## src/design/ltdm_pkg.sv

```systemverilog
// Shared types, constants and helpers of the link timeline delay model.
`default_nettype none

package ltdm_pkg;

    localparam int WORD_W      = 64;
    localparam int LEN_W       = 32;
    localparam int LAT_W       = 36;
    localparam int EP_W        = 32;
    localparam int DIGIT_W     = 8;
    localparam int TAIL_DIGITS = WORD_W / DIGIT_W;
    localparam int DIV_STEPS   = WORD_W;
    localparam int STEP_W      = $clog2(DIV_STEPS);
    localparam int BIT_IDX_W   = $clog2(WORD_W);
    localparam int CFG_IDX_W   = 2;

    // 8e9 = 1953125 * 2^12, so the scaling is a narrow constant product and a shift.
    localparam logic [WORD_W-1:0] NS_SCALE      = 64'd8000000000;
    localparam int                NS_SHIFT      = 12;
    localparam int                ODD_W         = 21;
    localparam logic [ODD_W-1:0]  NS_SCALE_ODD  = ODD_W'(NS_SCALE >> NS_SHIFT);
    localparam logic [WORD_W-1:0] WORD_MAX      = '1;
    localparam logic [LEN_W-1:0]  LEN_LIMIT     = LEN_W'(WORD_MAX / NS_SCALE);
    localparam logic [WORD_W-1:0] STALE_LIMIT_NS = 64'd60000000000;

    typedef enum logic [1:0] {
        OP_WRITE = 2'd0,
        OP_READ  = 2'd1,
        OP_CAS   = 2'd2,
        OP_FADD  = 2'd3
    } op_e;

    typedef enum logic [1:0] {
        STATUS_OK         = 2'd0,
        STATUS_OVERFLOW   = 2'd1,
        STATUS_FUNCTIONAL = 2'd2
    } status_e;

    typedef enum logic [CFG_IDX_W-1:0] {
        CFG_TIMED_MODE    = 2'd0,
        CFG_FIXED_LATENCY = 2'd1,
        CFG_BANDWIDTH     = 2'd2,
        CFG_OVERHEAD      = 2'd3
    } cfg_index_e;

    typedef enum logic [2:0] {
        ST_IDLE,
        ST_LOAD,
        ST_DIV,
        ST_TLOAD,
        ST_TAIL,
        ST_COMMIT
    } ltdm_state_e;

    typedef struct packed {
        logic [1:0]        op;
        logic [LEN_W-1:0]  length_bytes;
        logic [EP_W-1:0]   local_endpoint;
        logic [EP_W-1:0]   remote_endpoint;
        logic [WORD_W-1:0] submit_time;
        logic [WORD_W-1:0] now_time;
    } s_item_t;

    typedef struct packed {
        logic [1:0]        status;
        logic              direction;
        logic [WORD_W-1:0] serialize_ns;
        logic [WORD_W-1:0] start_time;
        logic [WORD_W-1:0] deadline_time;
        logic [WORD_W-1:0] planned_delay;
        logic [WORD_W-1:0] service_ns;
        logic [WORD_W-1:0] total_operations;
        logic [WORD_W-1:0] total_bytes;
        logic [WORD_W-1:0] total_planned;
    } m_item_t;

    typedef struct packed {
        logic load_div;
        logic step_div;
        logic load_tail;
        logic step_tail;
    } ltdm_ctrl_t;

    typedef struct packed {
        logic submit_nz;
        logic submit_gt_now;
        logic stale;
        logic ready_gt_submit;
        logic ready_gt_now;
    } stamp_flags_t;

    typedef struct packed {
        logic [WORD_W-1:0] quotient;
        logic              round_up;
        logic              use_now;
        logic              take_ready;
        logic [WORD_W-1:0] now_time;
        logic [WORD_W-1:0] submit_time;
        logic [WORD_W-1:0] ready_time;
        logic [LAT_W-1:0]  fixed_latency;
        logic [LAT_W-1:0]  overhead;
        logic [LEN_W-1:0]  length;
        logic [WORD_W-1:0] op_count;
        logic [WORD_W-1:0] byte_sum;
        logic [WORD_W-1:0] service_sum;
        logic [WORD_W-1:0] planned_sum;
    } tail_load_t;

    typedef struct packed {
        logic [WORD_W-1:0] serialize;
        logic [WORD_W-1:0] start;
        logic [WORD_W-1:0] deadline;
        logic [WORD_W-1:0] planned;
        logic [WORD_W-1:0] base;
        logic [WORD_W-1:0] ready_next;
        logic [WORD_W-1:0] op_count;
        logic [WORD_W-1:0] byte_sum;
        logic [WORD_W-1:0] service_sum;
        logic [WORD_W-1:0] planned_sum;
        logic              overflow;
    } tail_res_t;

    // One digit of a ripple adder: returns the carry out above the sum digit.
    function automatic logic [DIGIT_W:0] digit_add(
        input logic [DIGIT_W-1:0] a,
        input logic [DIGIT_W-1:0] b,
        input logic               cin
    );
        digit_add = {1'b0, a} + {1'b0, b} + {{DIGIT_W{1'b0}}, cin};
    endfunction

endpackage

`default_nettype wire

```

## src/design/ltdm_timeline.sv

```systemverilog
// Digit-serial adder chain that builds the timeline, statistics and overflow flag.
`default_nettype none

module ltdm_timeline
    import ltdm_pkg::*;
(
    input  logic       aclk,
    input  ltdm_ctrl_t ctrl,
    input  tail_load_t ld,
    output tail_res_t  res
);

    typedef struct packed {
        logic ser;
        logic rdy;
        logic lat;
        logic ovh;
        logic pln;
        logic bs1;
        logic bs2;
        logic cnt;
        logic byt;
        logic svc;
        logic pls;
    } tail_carry_t;

    logic [WORD_W-1:0] quo_sr, now_sr, sub_sr, rdy_sr, fix_sr, ovh_sr, len_sr;
    logic [WORD_W-1:0] cnt_sr, byt_sr, svc_sr, pls_sr;
    logic [WORD_W-1:0] ser_acc, start_acc, dl_acc, pl_acc, base_acc, rnx_acc;
    logic [WORD_W-1:0] cnt_acc, byt_acc, svc_acc, pls_acc;
    logic              use_now_reg, take_ready_reg;
    logic              all_ones_reg, all_ones_next;
    tail_carry_t       cy_reg, cy_next, cy_init;
    logic [DIGIT_W-1:0] eff_d, start_d, ser_d, rnx_d, lat_d, dl_d, pl_d;
    logic [DIGIT_W-1:0] b1_d, base_d, cnt_d, byt_d, svc_d, pls_d;

    // Carry-ins of the first digit: the round-up of the quotient, the +1 of the
    // subtraction and the operation count increment.
    always_comb begin
        cy_init     = '0;
        cy_init.ser = ld.round_up;
        cy_init.pln = 1'b1;
        cy_init.cnt = 1'b1;
    end

    always_comb begin
        eff_d   = use_now_reg ? now_sr[DIGIT_W-1:0] : sub_sr[DIGIT_W-1:0];
        start_d = take_ready_reg ? rdy_sr[DIGIT_W-1:0] : eff_d;
        {cy_next.ser, ser_d}  = digit_add(quo_sr[DIGIT_W-1:0], '0, cy_reg.ser);
        {cy_next.rdy, rnx_d}  = digit_add(start_d, ser_d, cy_reg.rdy);
        {cy_next.lat, lat_d}  = digit_add(rnx_d, fix_sr[DIGIT_W-1:0], cy_reg.lat);
        {cy_next.ovh, dl_d}   = digit_add(lat_d, ovh_sr[DIGIT_W-1:0], cy_reg.ovh);
        // Deadline minus effective submit, as an add of the complement.
        {cy_next.pln, pl_d}   = digit_add(dl_d, ~eff_d, cy_reg.pln);
        {cy_next.bs1, b1_d}   = digit_add(ser_d, fix_sr[DIGIT_W-1:0], cy_reg.bs1);
        {cy_next.bs2, base_d} = digit_add(b1_d, ovh_sr[DIGIT_W-1:0], cy_reg.bs2);
        {cy_next.cnt, cnt_d}  = digit_add(cnt_sr[DIGIT_W-1:0], '0, cy_reg.cnt);
        {cy_next.byt, byt_d}  = digit_add(byt_sr[DIGIT_W-1:0], len_sr[DIGIT_W-1:0],
                                          cy_reg.byt);
        {cy_next.svc, svc_d}  = digit_add(svc_sr[DIGIT_W-1:0], base_d, cy_reg.svc);
        {cy_next.pls, pls_d}  = digit_add(pls_sr[DIGIT_W-1:0], pl_d, cy_reg.pls);
        all_ones_next = all_ones_reg && (&ser_d);
    end

    always_ff @(posedge aclk) begin
        if (ctrl.load_tail) begin
            quo_sr         <= ld.quotient;
            now_sr         <= ld.now_time;
            sub_sr         <= ld.submit_time;
            rdy_sr         <= ld.ready_time;
            fix_sr         <= WORD_W'(ld.fixed_latency);
            ovh_sr         <= WORD_W'(ld.overhead);
            len_sr         <= WORD_W'(ld.length);
            cnt_sr         <= ld.op_count;
            byt_sr         <= ld.byte_sum;
            svc_sr         <= ld.service_sum;
            pls_sr         <= ld.planned_sum;
            use_now_reg    <= ld.use_now;
            take_ready_reg <= ld.take_ready;
            all_ones_reg   <= 1'b1;
            cy_reg         <= cy_init;
        end else if (ctrl.step_tail) begin
            quo_sr       <= quo_sr >> DIGIT_W;
            now_sr       <= now_sr >> DIGIT_W;
            sub_sr       <= sub_sr >> DIGIT_W;
            rdy_sr       <= rdy_sr >> DIGIT_W;
            fix_sr       <= fix_sr >> DIGIT_W;
            ovh_sr       <= ovh_sr >> DIGIT_W;
            len_sr       <= len_sr >> DIGIT_W;
            cnt_sr       <= cnt_sr >> DIGIT_W;
            byt_sr       <= byt_sr >> DIGIT_W;
            svc_sr       <= svc_sr >> DIGIT_W;
            pls_sr       <= pls_sr >> DIGIT_W;
            cy_reg       <= cy_next;
            all_ones_reg <= all_ones_next;
            ser_acc      <= {ser_d, ser_acc[WORD_W-1:DIGIT_W]};
            start_acc    <= {start_d, start_acc[WORD_W-1:DIGIT_W]};
            dl_acc       <= {dl_d, dl_acc[WORD_W-1:DIGIT_W]};
            pl_acc       <= {pl_d, pl_acc[WORD_W-1:DIGIT_W]};
            base_acc     <= {base_d, base_acc[WORD_W-1:DIGIT_W]};
            rnx_acc      <= {rnx_d, rnx_acc[WORD_W-1:DIGIT_W]};
            cnt_acc      <= {cnt_d, cnt_acc[WORD_W-1:DIGIT_W]};
            byt_acc      <= {byt_d, byt_acc[WORD_W-1:DIGIT_W]};
            svc_acc      <= {svc_d, svc_acc[WORD_W-1:DIGIT_W]};
            pls_acc      <= {pls_d, pls_acc[WORD_W-1:DIGIT_W]};
        end
    end

    // After the last digit the carries held are those out of the top digit.
    assign res.serialize   = ser_acc;
    assign res.start       = start_acc;
    assign res.deadline    = dl_acc;
    assign res.planned     = pl_acc;
    assign res.base        = base_acc;
    assign res.ready_next  = rnx_acc;
    assign res.op_count    = cnt_acc;
    assign res.byte_sum    = byt_acc;
    assign res.service_sum = svc_acc;
    assign res.planned_sum = pls_acc;
    assign res.overflow    = cy_reg.rdy | cy_reg.lat | cy_reg.ovh | all_ones_reg;

endmodule

`default_nettype wire

```

## config.mk

```make
export PLATFORM = sky130hd
export DESIGN_NAME = ltdm_timeline
export DESIGN_NICKNAME = d
export VERILOG_FILES = /design/src/design/ltdm_pkg.sv /design/src/design/ltdm_timeline.sv
export SDC_FILE = /design/constraint.sdc
export NUM_CORES = 1
export LEC_CHECK = 0
export ABC_AREA = 1
export BUFFER_PORTS_ARGS = -buffer_cell sky130_fd_sc_hd__buf_2
export CAP_MARGIN = 20
export CORE_AREA = 2 2 494 496
export CTS_BUF_LIST = sky130_fd_sc_hd__clkbuf_8
export CTS_CLUSTER_SIZE = 25
export DETAILED_ROUTE_END_ITERATION = 8
export DIE_AREA = 0 0 496 498
export PLACE_DENSITY = 0.49
export SLEW_MARGIN = 30
export SYNTH_ARGS = -nofsm -noshare
export SYNTH_HDL_FRONTEND = slang
export SYNTH_SLANG_ARGS = --single-unit
```

## constraint.sdc

```tcl
create_clock -name aclk -period 25.4 [get_ports aclk]
set_clock_uncertainty 0.1 [all_clocks]
set_input_delay 1.27 -clock aclk [delete_from_list [all_inputs] [get_ports aclk]]
set_output_delay 1.27 -clock aclk [all_outputs]
set_load 0.005 [all_outputs]
```

==> summary.md <==
| Metric | Value |
|---|---|
| Status | complete, no violations |
| Root buffer cell | clkbuf_8 |
| Via density | 3.811 |
| Mapped Nets | 4406 |
| Cts repair resizes | 0 |
| I/O Buffers | 1262 |
| Ys Warns | 0 |
| Final setup vio count | 0 |
| Crit path DAT | 7.68 ns |
| Library cells used by synthesis | 34 |
| Gate power share | 23.0% |
| Crit path time final | 7.038 ns |
| Grt met3 use | 4.589% |
| Synth Area per Inst | 13.24 sq um |
| Detailed Place HPWL | 132100 microns |
| Post-synthesis cell area | 0.04894 sq mm |
| Net switching power | 1.930 mW |
| Period Utilization, post-route | 27.71% |
| Gpl congestion | 0.8643 |
| WP buf/inv | 2 |
| Sw Ratio | 32.03% |
| Vert. Die Dim | 498 microns |
| Total wire length | 172300 microns |
| Via count | 32413 |
| Placed instance count | 8060 |
| Post-synth EDFFs | 1259 |
| Fin. Hold Viols | 0 |
| Initial core utilization | 20.24% |
| Ys async rst share | 0% |
| RSZ-0062 raised after global routing | no |
| VDD IR max | 0.08944 mV |
| Critical path capture point type | flip-flop |
| Total grt overflow | 0 |
| Core Region | 0.2419 sq mm |
| CP Data Required Time | 26.04 ns |
| Most area-hungry cell type in the Yosys netlist | edfxtp_1 |
| DR WL/cell | 20.26 microns |
| Nets | 5796 |
| Clock tree sinks | 1270 |
| Vias in the first global route | 32391 |
| Clock buffer depth | 3 |
| Total die area | 0.2470 sq mm |
| Top-area cell type share of the netlist area | 77.24% |
| CP peak stage delay | 0.77 ns |
| First-pass DRT Iterations | 7 |
| Relative slew slack | 31.24% |
| Power per cell area | 95.05 mW/mm^2 |
| Seq pwr share | 45.3% |
| Yosys reg bits | 1270 |
| Fin cells | 8505 |
| Peak Freq | 0.1421 GHz |
| CP max FO | 9 |
| Grt peak-use layer | met2 |
| Rows | 181 |
| M1 GR Usage | 14.31% |
| Clk pwr share | 31.8% |
| Commonest non-fill, non-tap cell in the layout | nand2_1 |
| Largest net degree at the start of global routing | 196 |
| Commonest non-fill, non-tap cells in the layout | nand2_1, buf_2, edfxtp_1 |
| Fillcell total | 25584 |
| Hold WS | 0.2747 ns |
| # hold bufs at CTS | 0 |
| Critical path's top delay family | adder cells |
| Sum Neg Setup Slack | 0 ns |
| DRT antenna net count | 0 |
| M2 GR Usage | 23.73% |
| Iter 0 DRT Violations | 2240 |
| Startpoint type of the worst setup path | flip-flop |
| Max Slew Vio Count | 0 |
| Worst slew pin tran | 1.028 ns |
| Sequential-to-total area share from yosys stat | 77.69% |
| Top cells by area, synth | edfxtp_1, nand2_1, ha_1, inv_1, xor2_1 |
| Post-route total power | 6.025 mW |
| First-pass GRT wire length | 234100 microns |
| Internal cell power | 4.095 mW |
| CP max stage cell | mux2i_1 |
| Clock latency on the worst-skew pair | 0.99 ns |
| Reg2Reg Setup Slack | 18.36 ns |
| Layout area overhead | 29.51% |
| Antenna violations before repair | 119 |
| H-tree levels | 4 |
| Max Cap Viol | 0 |
| CTS buffer count | 226 |
| Post-CTS setup repair buffer count | 0 |
| Leakage | 27.79 nW |
| I/O pin count | 1265 |
| Drt drc | 0 |
| CTS tree | done |
| Hold WC Path Type | reg -> reg |
| Share of cells above drive strength 1 | 30.28% |
| Worst Path Class, Setup | reg -> reg |
| Mapped Cells | 3697 |
| Die W | 496 microns |
| Post-synth top flop | edfxtp_1 |
| GRT Total Usage | 13.27% |
| Clk slew on worst S/H paths | 0.06 ns |
| Most Frequent Cell on Critical Path | nand2_1 |
-- cell families after synthesis --
group | Yosys count | share of synthesized area (%)
compound gates | 91 | 1.028
buf+inv | 316 | 3.019
xor+xnor | 57 | 1.020
mux | 7 | 0.1432
fa+ha+maj | 85 | 2.449
simple gates | 1871 | 14.65
flops | 1270 | 77.69
-- metal layers --
metal,wire length [microns],part of all wire [%]
met5,507,0.29
met4,5924,3.4
met3,13780,8.0
met2,88200,51
met1,63900,37
-- synthesized netlist by cell type, types with 3 or more instances --
library cell  count
fa_1             18
o21bai_1          5
nand2_1        1785
mux2i_1           7
dfxtp_1          11
nand3_2           3
buf_4            52
inv_1           184
xnor2_1           9
buf_2            77
a31oi_1           5
nand4_1          14
o21ai_0          22
ha_1             67
nor2_2            3
edfxtp_1       1259
nand2_2           3
o21ai_1           3
nor2_1           10
nand3_1          48
xor2_1           48
a21oi_1          47
-- layout make-up --
type	instances	area (sq um)	area share (%)
diodes	45	112.6	0.1777
well taps	3202	4006	6.320
clock inverters	173	1344	2.120
multi-input cells	2111	9448	14.90
clock buffers	226	3110	4.907
inverters	186	720.7	1.137
flip-flops and latches	1270	38030	59.99
repair buffers	1292	6619	10.44
-- final timing paths --
path | start | cells after the start | to
min reg2reg | svc_acc[25] | 0 | svc_acc[17]
min | svc_acc[25] | 0 | svc_acc[17]
max reg2reg | use_now_reg | 25 | pls_acc[63]
max | use_now_reg | 25 | pls_acc[63]
-- stage by stage --
step / area (sq um) / setup WS, ns / util, %
finish: 63390 / 18.36 / 26.21
floorplan: 48940 / 15.59 / -
global route: 63360 / 17.81 / 26.20
detailed placement: 58780 / 18.10 / 24.30
CTS: 63230 / 18.09 / 26.14
global placement: 58760 / 18.10 / 24.30
-- power groups by stage --
stage          clock, mW  combinational, mW  sequential [mW]
3_3_place_gp           0               1.40             2.77
5_1_grt             2.07               1.57             2.75
2_1_floorplan          0              0.813             2.74
3_5_place_dp           0               1.43             2.78
4_1_cts             1.99               1.43             2.74
6_report            1.91               1.38             2.73
Power figures use the tool's default switching activity.
